### config.mk
export PLATFORM = sky130hd
export DESIGN_NAME = multi_camera_frame_timestamp_aligner
export DESIGN_NICKNAME = d
export VERILOG_FILES = /design/src/design/mcfta_pkg.sv /design/src/design/mcfta_ctrl.sv /design/src/design/mcfta_dp.sv /design/src/design/multi_camera_frame_timestamp_aligner.sv
export VERILOG_INCLUDE_DIRS = /design/src /design/src/design
export SDC_FILE = /design/constraint.sdc
export NUM_CORES = 1
export LEC_CHECK = 0
export ABC_AREA = 1
export BUFFER_PORTS_ARGS = -buffer_cell sky130_fd_sc_hd__buf_2
export CORE_UTILIZATION = 60
export DETAILED_ROUTE_END_ITERATION = 10
export PLACE_DENSITY_LB_ADDON = 0.25
export SETUP_SLACK_MARGIN = 0.2
export SYNTH_ARGS = -nofsm -noshare
export SYNTH_HDL_FRONTEND = slang
export SYNTH_SLANG_ARGS = --single-unit
### constraint.sdc
create_clock -name clk -period 11.05 [get_ports clk]
set_clock_uncertainty 0.2 [all_clocks]
set_input_delay 2.21 -clock clk [delete_from_list [all_inputs] [get_ports clk]]
set_output_delay 2.21 -clock clk [all_outputs]
set_load 0.01 [all_outputs]
### src/design/multi_camera_frame_timestamp_aligner_defines.svh
// Assertion macros shared by the timestamp aligner modules.
`ifndef MULTI_CAMERA_FRAME_TIMESTAMP_ALIGNER_DEFINES_SVH
`define MULTI_CAMERA_FRAME_TIMESTAMP_ALIGNER_DEFINES_SVH

// Check a property on every clock edge outside reset.
`define MCFTA_ASSERT(label, prop, msg) \
  label: assert property (@(posedge clk) disable iff (rst) (prop)) else $error(msg);

// Check a property on every clock edge, reset included.
`define MCFTA_ASSERT_ALWAYS(label, prop, msg) \
  label: assert property (@(posedge clk) (prop)) else $error(msg);

`endif

### src/design/mcfta_pkg.sv
// Types and constants shared by the timestamp aligner modules.
package mcfta_pkg;

  localparam int CAM_W      = 3;
  localparam int TIME_W     = 64;
  localparam int TAG_W      = 9;
  localparam int KIND_W     = 2;
  localparam int COUNT_W    = 4;
  localparam int INDEX_SPAN = 8;
  localparam int TAG_CMP_W  = 13;

  typedef enum logic [KIND_W-1:0] {
    KIND_HELD   = 2'd0,
    KIND_REJECT = 2'd1,
    KIND_DROP   = 2'd2,
    KIND_SET    = 2'd3
  } result_kind_t;

  typedef struct packed {
    logic         load;       // capture the arriving request
    logic         commit;     // write the request into its camera slot
    logic         echo;       // emit a result that echoes the request
    result_kind_t echo_kind;
    logic         idx_clear;  // return the slot walker to camera 0
    logic         scan_step;  // fold one slot into the max search
    logic         emit_step;  // drop or emit one slot
  } dp_cmd_t;

  typedef struct packed {
    logic reject;
    logic complete;
    logic idx_last;
  } dp_status_t;

endpackage

### src/design/mcfta_ctrl.sv
// Sequencer for the timestamp aligner: check, max scan and emit passes.
`include "multi_camera_frame_timestamp_aligner_defines.svh"

module mcfta_ctrl import mcfta_pkg::*; (
  input  logic       clk,
  input  logic       rst,
  input  logic       start,
  input  dp_status_t sts,
  output dp_cmd_t    cmd,
  output logic       busy
);

  typedef enum logic [1:0] {
    ST_IDLE,
    ST_CHECK,
    ST_SCAN,
    ST_EMIT
  } state_t;

  state_t state, state_next;

  always_comb begin
    cmd        = '0;
    state_next = state;
    case (state)
      ST_IDLE: begin
        if (start) begin
          cmd.load   = 1'b1;
          state_next = ST_CHECK;
        end
      end
      ST_CHECK: begin
        if (sts.reject) begin
          cmd.echo      = 1'b1;
          cmd.echo_kind = KIND_REJECT;
          state_next    = ST_IDLE;
        end else if (!sts.complete) begin
          cmd.commit    = 1'b1;
          cmd.echo      = 1'b1;
          cmd.echo_kind = KIND_HELD;
          state_next    = ST_IDLE;
        end else begin
          cmd.commit    = 1'b1;
          cmd.idx_clear = 1'b1;
          state_next    = ST_SCAN;
        end
      end
      ST_SCAN: begin
        cmd.scan_step = 1'b1;
        if (sts.idx_last) begin
          cmd.idx_clear = 1'b1;
          state_next    = ST_EMIT;
        end
      end
      ST_EMIT: begin
        cmd.emit_step = 1'b1;
        if (sts.idx_last) begin
          cmd.idx_clear = 1'b1;
          state_next    = ST_IDLE;
        end
      end
      default: begin
        state_next = ST_IDLE;
      end
    endcase
  end

  always_ff @(posedge clk) begin
    if (rst) begin
      state <= ST_IDLE;
      busy  <= 1'b0;
    end else begin
      state <= state_next;
      busy  <= (state_next != ST_IDLE);
    end
  end

  `MCFTA_ASSERT(a_start_sets_busy, (start && !busy) |=> busy, "accepted request did not raise busy")
  `MCFTA_ASSERT(a_emit_end_idle, (state == ST_EMIT && sts.idx_last) |=> !busy, "emit pass did not release busy")
  `MCFTA_ASSERT_ALWAYS(a_busy_tracks_state, rst || busy == (state != ST_IDLE), "busy out of step with state")

endmodule

### src/design/mcfta_dp.sv
// Datapath of the timestamp aligner: slots, max search and result register.
`include "multi_camera_frame_timestamp_aligner_defines.svh"

module mcfta_dp import mcfta_pkg::*; #(
  parameter int SLOTS              = 8,
  parameter int BUFFERS_PER_CAMERA = 512
) (
  input  logic               clk,
  input  logic               rst,
  input  logic [CAM_W-1:0]   camera_index,
  input  logic [TIME_W-1:0]  frame_time,
  input  logic [TAG_W-1:0]   buffer_tag,
  input  logic               cfg_we,
  input  logic [COUNT_W-1:0] cfg_data,
  input  dp_cmd_t            cmd,
  output dp_status_t         sts,
  output logic               result_valid,
  output logic [KIND_W-1:0]  result_kind,
  output logic [CAM_W-1:0]   out_camera,
  output logic [TAG_W-1:0]   out_tag,
  output logic [TIME_W-1:0]  out_time,
  output logic               last_of_run
);

  localparam int SLOT_W = $clog2(SLOTS);

  logic [COUNT_W-1:0] cfg_count;
  logic [COUNT_W-1:0] n_act;
  logic [CAM_W-1:0]   cam_q;
  logic [TIME_W-1:0]  time_q;
  logic [TAG_W-1:0]   tag_q;

  logic [SLOTS-1:0]   slot_full, slot_full_next;
  logic [TIME_W-1:0]  slot_time [SLOTS];
  logic [TAG_W-1:0]   slot_tag  [SLOTS];

  logic [SLOTS-1:0]   act_mask, cam_dec, idx_dec, eq_mask, drop_mask, drop_above;
  logic [SLOT_W-1:0]  idx;
  logic [TIME_W-1:0]  max_t, rd_time;
  logic [TAG_W-1:0]   rd_tag;
  logic               all_eq, fire, emit_last;

  // Effective camera count: zero acts as one, saturate at the slot count.
  always_comb begin
    if (cfg_count == '0) begin
      n_act = COUNT_W'(1);
    end else if (cfg_count > COUNT_W'(SLOTS)) begin
      n_act = COUNT_W'(SLOTS);
    end else begin
      n_act = cfg_count;
    end
  end

  always_comb begin
    for (int i = 0; i < SLOTS; i++) begin
      act_mask[i] = COUNT_W'(i) < n_act;
      cam_dec[i]  = cam_q == CAM_W'(i);
    end
  end

  assign idx_dec = SLOTS'(1) << idx;
  assign rd_time = slot_time[idx];
  assign rd_tag  = slot_tag[idx];

  assign sts.reject   = ({1'b0, cam_q} >= n_act)
                     || (TAG_CMP_W'(tag_q) >= TAG_CMP_W'(BUFFERS_PER_CAMERA))
                     || (|(slot_full & cam_dec));
  assign sts.complete = &(slot_full | cam_dec | ~act_mask);
  assign sts.idx_last = COUNT_W'(idx) == (n_act - COUNT_W'(1));

  assign all_eq     = &(eq_mask | ~act_mask);
  assign drop_mask  = act_mask & ~eq_mask;
  assign drop_above = (drop_mask >> idx) >> 1;
  assign fire       = all_eq || (|(drop_mask & idx_dec));
  assign emit_last  = all_eq ? sts.idx_last : (drop_above == '0);

  always_comb begin
    slot_full_next = slot_full;
    if (cmd.commit) begin
      slot_full_next = slot_full_next | cam_dec;
    end
    if (cmd.emit_step && fire) begin
      slot_full_next = slot_full_next & ~idx_dec;
    end
  end

  always_ff @(posedge clk) begin
    if (rst) begin
      cfg_count    <= COUNT_W'(1);
      slot_full    <= '0;
      result_valid <= 1'b0;
    end else begin
      if (cfg_we) begin
        cfg_count <= cfg_data;
      end
      slot_full    <= slot_full_next;
      result_valid <= cmd.echo || (cmd.emit_step && fire);
    end
  end

  always_ff @(posedge clk) begin
    if (cmd.load) begin
      cam_q  <= camera_index;
      time_q <= frame_time;
      tag_q  <= buffer_tag;
    end
    if (cmd.commit) begin
      slot_time[cam_q[SLOT_W-1:0]] <= time_q;
      slot_tag[cam_q[SLOT_W-1:0]]  <= tag_q;
    end
    if (cmd.idx_clear) begin
      idx <= '0;
    end else if (cmd.scan_step || cmd.emit_step) begin
      idx <= idx + SLOT_W'(1);
    end
    // Track the running max and which slots sit at it.
    if (cmd.scan_step) begin
      if (idx == '0 || rd_time > max_t) begin
        max_t   <= rd_time;
        eq_mask <= idx_dec;
      end else if (rd_time == max_t) begin
        eq_mask <= eq_mask | idx_dec;
      end
    end
    if (cmd.echo) begin
      result_kind <= cmd.echo_kind;
      out_camera  <= cam_q;
      out_tag     <= tag_q;
      out_time    <= time_q;
      last_of_run <= 1'b1;
    end else if (cmd.emit_step && fire) begin
      result_kind <= all_eq ? KIND_SET : KIND_DROP;
      out_camera  <= CAM_W'(idx);
      out_tag     <= rd_tag;
      out_time    <= rd_time;
      last_of_run <= emit_last;
    end
  end

  `MCFTA_ASSERT(a_set_clears, (result_valid && result_kind == KIND_SET && last_of_run) |-> ((slot_full & act_mask) == '0), "frameset left active slots full")
  `MCFTA_ASSERT(a_echo_last, (result_valid && (result_kind == KIND_HELD || result_kind == KIND_REJECT)) |-> last_of_run, "held or rejected result not marked last")
  `MCFTA_ASSERT(a_commit_free, cmd.commit |-> !(|(slot_full & cam_dec)), "frame written over a full slot")

endmodule

### src/design/multi_camera_frame_timestamp_aligner.sv
// Top level of the multi-camera frame timestamp aligner.
// A held or rejected request is decided in the check state, which registers its result.
// A request that completes the set runs the check, one slot walk for the max search
// and one for emits; busy holds off the next request until the sequencer is idle again.
// The result strobe lasts one cycle; the receiver cannot stall it.
// Reset (rst, synchronous): all slots empty, camera count 1, no result pending.

module multi_camera_frame_timestamp_aligner import mcfta_pkg::*; #(
  parameter int MAX_CAMERAS        = 8,
  parameter int BUFFERS_PER_CAMERA = 512
) (
  input  logic               clk,
  input  logic               rst,
  // request channel
  input  logic               start,
  output logic               busy,
  input  logic [CAM_W-1:0]   camera_index,
  input  logic [TIME_W-1:0]  frame_time,
  input  logic [TAG_W-1:0]   buffer_tag,
  // camera count register write
  input  logic               cfg_valid,
  output logic               cfg_ready,
  input  logic [COUNT_W-1:0] camera_count,
  // result channel
  output logic               result_valid,
  output logic [KIND_W-1:0]  result_kind,
  output logic [CAM_W-1:0]   out_camera,
  output logic [TAG_W-1:0]   out_tag,
  output logic [TIME_W-1:0]  out_time,
  output logic               last_of_run
);

  // camera_index reaches only eight cameras, so no more slots are ever used.
  localparam int SLOTS = (MAX_CAMERAS < INDEX_SPAN) ? MAX_CAMERAS : INDEX_SPAN;

  dp_cmd_t    cmd;
  dp_status_t sts;

  // Take register writes only between requests.
  assign cfg_ready = !busy;

  // The sequencer: check the request, then walk slots for max and for emits.
  mcfta_ctrl u_ctrl (
    .clk   (clk),
    .rst   (rst),
    .start (start),
    .sts   (sts),
    .cmd   (cmd),
    .busy  (busy)
  );

  // Slots, max search and the one-cycle result register.
  mcfta_dp #(
    .SLOTS              (SLOTS),
    .BUFFERS_PER_CAMERA (BUFFERS_PER_CAMERA)
  ) u_dp (
    .clk          (clk),
    .rst          (rst),
    .camera_index (camera_index),
    .frame_time   (frame_time),
    .buffer_tag   (buffer_tag),
    .cfg_we       (cfg_valid && cfg_ready),
    .cfg_data     (camera_count),
    .cmd          (cmd),
    .sts          (sts),
    .result_valid (result_valid),
    .result_kind  (result_kind),
    .out_camera   (out_camera),
    .out_tag      (out_tag),
    .out_time     (out_time),
    .last_of_run  (last_of_run)
  );

endmodule

==> results_dict.tcl <==
set metrics [dict create \
    initial_utilization_pct 60.7 \
    met1_usage_pct 37.6 \
    drv_cap 0 \
    p_leak_nw 13.6 \
    synth_area_sq_um 33400 \
    cp-start-kind "flip-flop" \
    layout.nets 2954 \
    slew_viol_final 0 \
    cts_tree "built" \
    via_per_inst 5.90 \
    met2_usage_pct 45.6 \
    async_flop_share_pct 0 \
    clockBufferDepth 3 \
    drive_above_1_share_pct 12.2 \
    finalWorstSetupSlack_ns 5.08 \
    crit_arrival_ns 6.02 \
    syn2layout_area_growth_pct 12.6 \
    core_sq_um 55100 \
    cts_root_buf "clkbuf_16" \
    status "complete, no violations" \
    hold_viol_final 0 \
    clk_latency_ns 0.64 \
    reg2regPathDepth 18 \
    ys_ff_latch 833 \
    tns_ns 0 \
    drcViolationCount 0 \
    r2r-end "u_dp.max_t[28]" \
    die_w_microns 238 \
    max_slew_margin_pct 15.9 \
    grt-busiest-layer "met2" \
    grt_first_pass_wirelength_microns 118000 \
    cp-end-kind "flip-flop" \
    postCtsSetupBuffers 0 \
    path_common_cell "nand2_1" \
    dr.pass1.iters 6 \
    rsz0062_at_grt "false" \
    ctsHoldBuffers 0 \
    diodes 0 \
    fin_crit_sh_pct 54.0 \
    path_cells "inv_8, buf_4, o21ai_0, o22ai_1, nor2_1, a31oi_1, ha_1, nand2_1, nor3_1, nand2_1, nand2_1, nand2_1, nand2_1, nand2_1, nand2_1, nand2_1, a21oi_4, buf_4" \
    cts_max_level 3 \
    fin_crit_ns 5.97 \
    cts.sinks 833 \
    synth-warning-count 0 \
    place_hpwl_microns 42100 \
    track_usage_pct 27.6 \
    p_per_area_nw_per_um2 240 \
    syn_inst 2646 \
    place_congestion 0.858 \
    first_global_vias 21100 \
    rows 86 \
    synth_nets 2806 \
    path_max_fanout 196 \
    slowest_delay_ns 0.87 \
    max_freq_mhz 167 \
    grt-ovfl-total 0 \
    drt_iter0_drc 2424 \
    boundaryPins 166 \
    min_path_type "flip-flop to flip-flop" \
    power_w 0.00902 \
    die_area_sq_um 56700 \
    cts_buffers 84 \
    grt_max_degree 239 \
    dp_slack_ns 4.95 \
    post-route-util_pct 68.3 \
    worst_pin_slew_ns 1.26 \
    grt_use_met3_pct 3.79 \
    avgSynthCellArea_sq_um 12.6 \
    num_vias 21300 \
    cts.clk_slew.worst_paths_ns 0.06 \
    critPathSlowestCell "buf_4" \
    wire_per_inst_microns 21.4 \
    synth.distinct_cells 33 \
    die_h_microns 238 \
    antenna_found_initial 1 \
    r2r_slack_ns 5.08 \
    ys.flop_type "edfxtp_1" \
    synth_edf_count 810 \
    routed_wirelength_microns 77300 \
    ctsResizeCount 0 \
    crit_type "flip-flop to flip-flop" \
    port_buffers 165 \
    cp.required_ns 11.10 \
    endpoint "u_dp.max_t[28]" \
    ant_nets 0 \
    ir_drop_uv 235 \
    finalSetupViolCount 0 \
    ys_seq_area_share_pct 74.1 \
]
==> routing by layer <==
metal	vias to the layer above	wire [microns]
met1	10400	31100
met4	2	2360
met5	-	8
met3	150	5900
met2	985	37900
li1	9747	-
==> cells by family after synthesis <==
group	after synthesis	synth area share (%)
simple gates	947	10.9
fa+ha+maj	76	2.84
xor+xnor	3	0.0786
buf+inv	259	3.32
flops	833	74.1
compound gates	528	8.70
==> registers in the layout, summed over array words and instances (netlist names), named ones only <==
signal / cells
u_dp.out_time: 64
u_dp.tag_q: 9
u_dp.last_of_run: 1
u_dp.cam_q: 3
u_dp.slot_full: 8
u_dp.slot_tag: 72
u_dp.result_kind: 2
u_ctrl.state: 2
u_dp.result_valid: 1
u_dp.out_tag: 9
u_dp.time_q: 64
u_dp.idx: 3
u_dp.eq_mask: 8
u_dp.out_camera: 3
u_ctrl.busy: 1
u_dp.cfg_count: 4
u_dp.max_t: 64
u_dp.slot_time: 512
==> where the power goes <==
| part | leakage, nW | switching (W) | total, W | internal (W) |
|---|---|---|---|---|
| Combinational | 4.66 | 0.00164 | 0.00240 | 0.000761 |
| Sequential | 7.55 | 0.000130 | 0.00383 | 0.00370 |
| Clock | 1.35 | 0.00116 | 0.00278 | 0.00162 |
==> area by class of cell <==
cell class,instances,area [sq um]
Multi-Input combinational cell,1554,7630
Timing Repair Buffer,197,1080
Sequential cell,833,24800
Inverter,124,479
Clock buffer,105,2260
Fill cell,3861,17500
Clock inverter,50,460
Tap cell,748,936
==> worst max-delay path: cells and delay by family, from the launching register on <==
family,cells,cell delay (ns)
compound gates,4,0.91
fa+ha+maj,1,0.20
buf+inv,3,2.25
flops,1,0.53
simple gates,10,1.39
==> synth_stat cells, types with 3 or more instances <==
library cell  count  area share, %
nand3_1          35           0.52
edfxtp_1        810             73
buf_2            22           0.33
o22ai_1          77            1.4
dfxtp_1          23            1.4
nor3_1            7           0.10
o211ai_1          9           0.20
buf_1             8          0.090
o21a_1            3          0.067
clkbuf_1         90            1.0
a31oi_1          63            1.2
ha_1             76            2.8
nor2_1          523            5.9
a32o_1            9           0.27
inv_1           121            1.4
o21ai_0         309            4.6
inv_2             3          0.034
nand4_1          10           0.19
a21oi_1          52           0.78
nand2_1         365            4.1
buf_6            14           0.47
==> how the worst min path moves through the flow <==
stage / start / to / cells after the start
5_1_grt: u_dp.cfg_count[0] / u_dp.cfg_count[0] / 2
6_report: u_dp.cfg_count[0] / u_dp.cfg_count[0] / 2
2_1_floorplan: u_dp.cfg_count[0] / u_dp.cfg_count[0] / 2
4_1_cts: u_dp.cfg_count[0] / u_dp.cfg_count[0] / 2
3_5_place_dp: u_dp.cfg_count[0] / u_dp.cfg_count[0] / 2
3_3_place_gp: u_dp.cfg_count[0] / u_dp.cfg_count[0] / 2
==> per-stage QoR <==
stage | std cells | hold WS, ns | instance area (sq um)
after floorplan | 2646 | 0.229 | 33400
after global placement | 3456 | 0.251 | 34900
after detailed placement | 3456 | 0.253 | 34900
after CTS | 3611 | 0.280 | 37600
after global routing | 3611 | 0.319 | 37600
final | 3611 | 0.275 | 37600
==> cell usage in the layout, fill, tap and decap left out, types with 14 or more instances in the layout <==
cell type,instances
edfxtp_1,810
clkinv_2,22
inv_1,118
clkbuf_16,85
dfxtp_1,21
buf_4,31
nor2_1,516
clkbuf_1,14
a21oi_1,51
a31oi_1,63
ha_1,76
nand3_1,35
o21ai_0,309
nand2_1,364
o22ai_1,77
buf_2,165
Power figures use the tool's default switching activity.
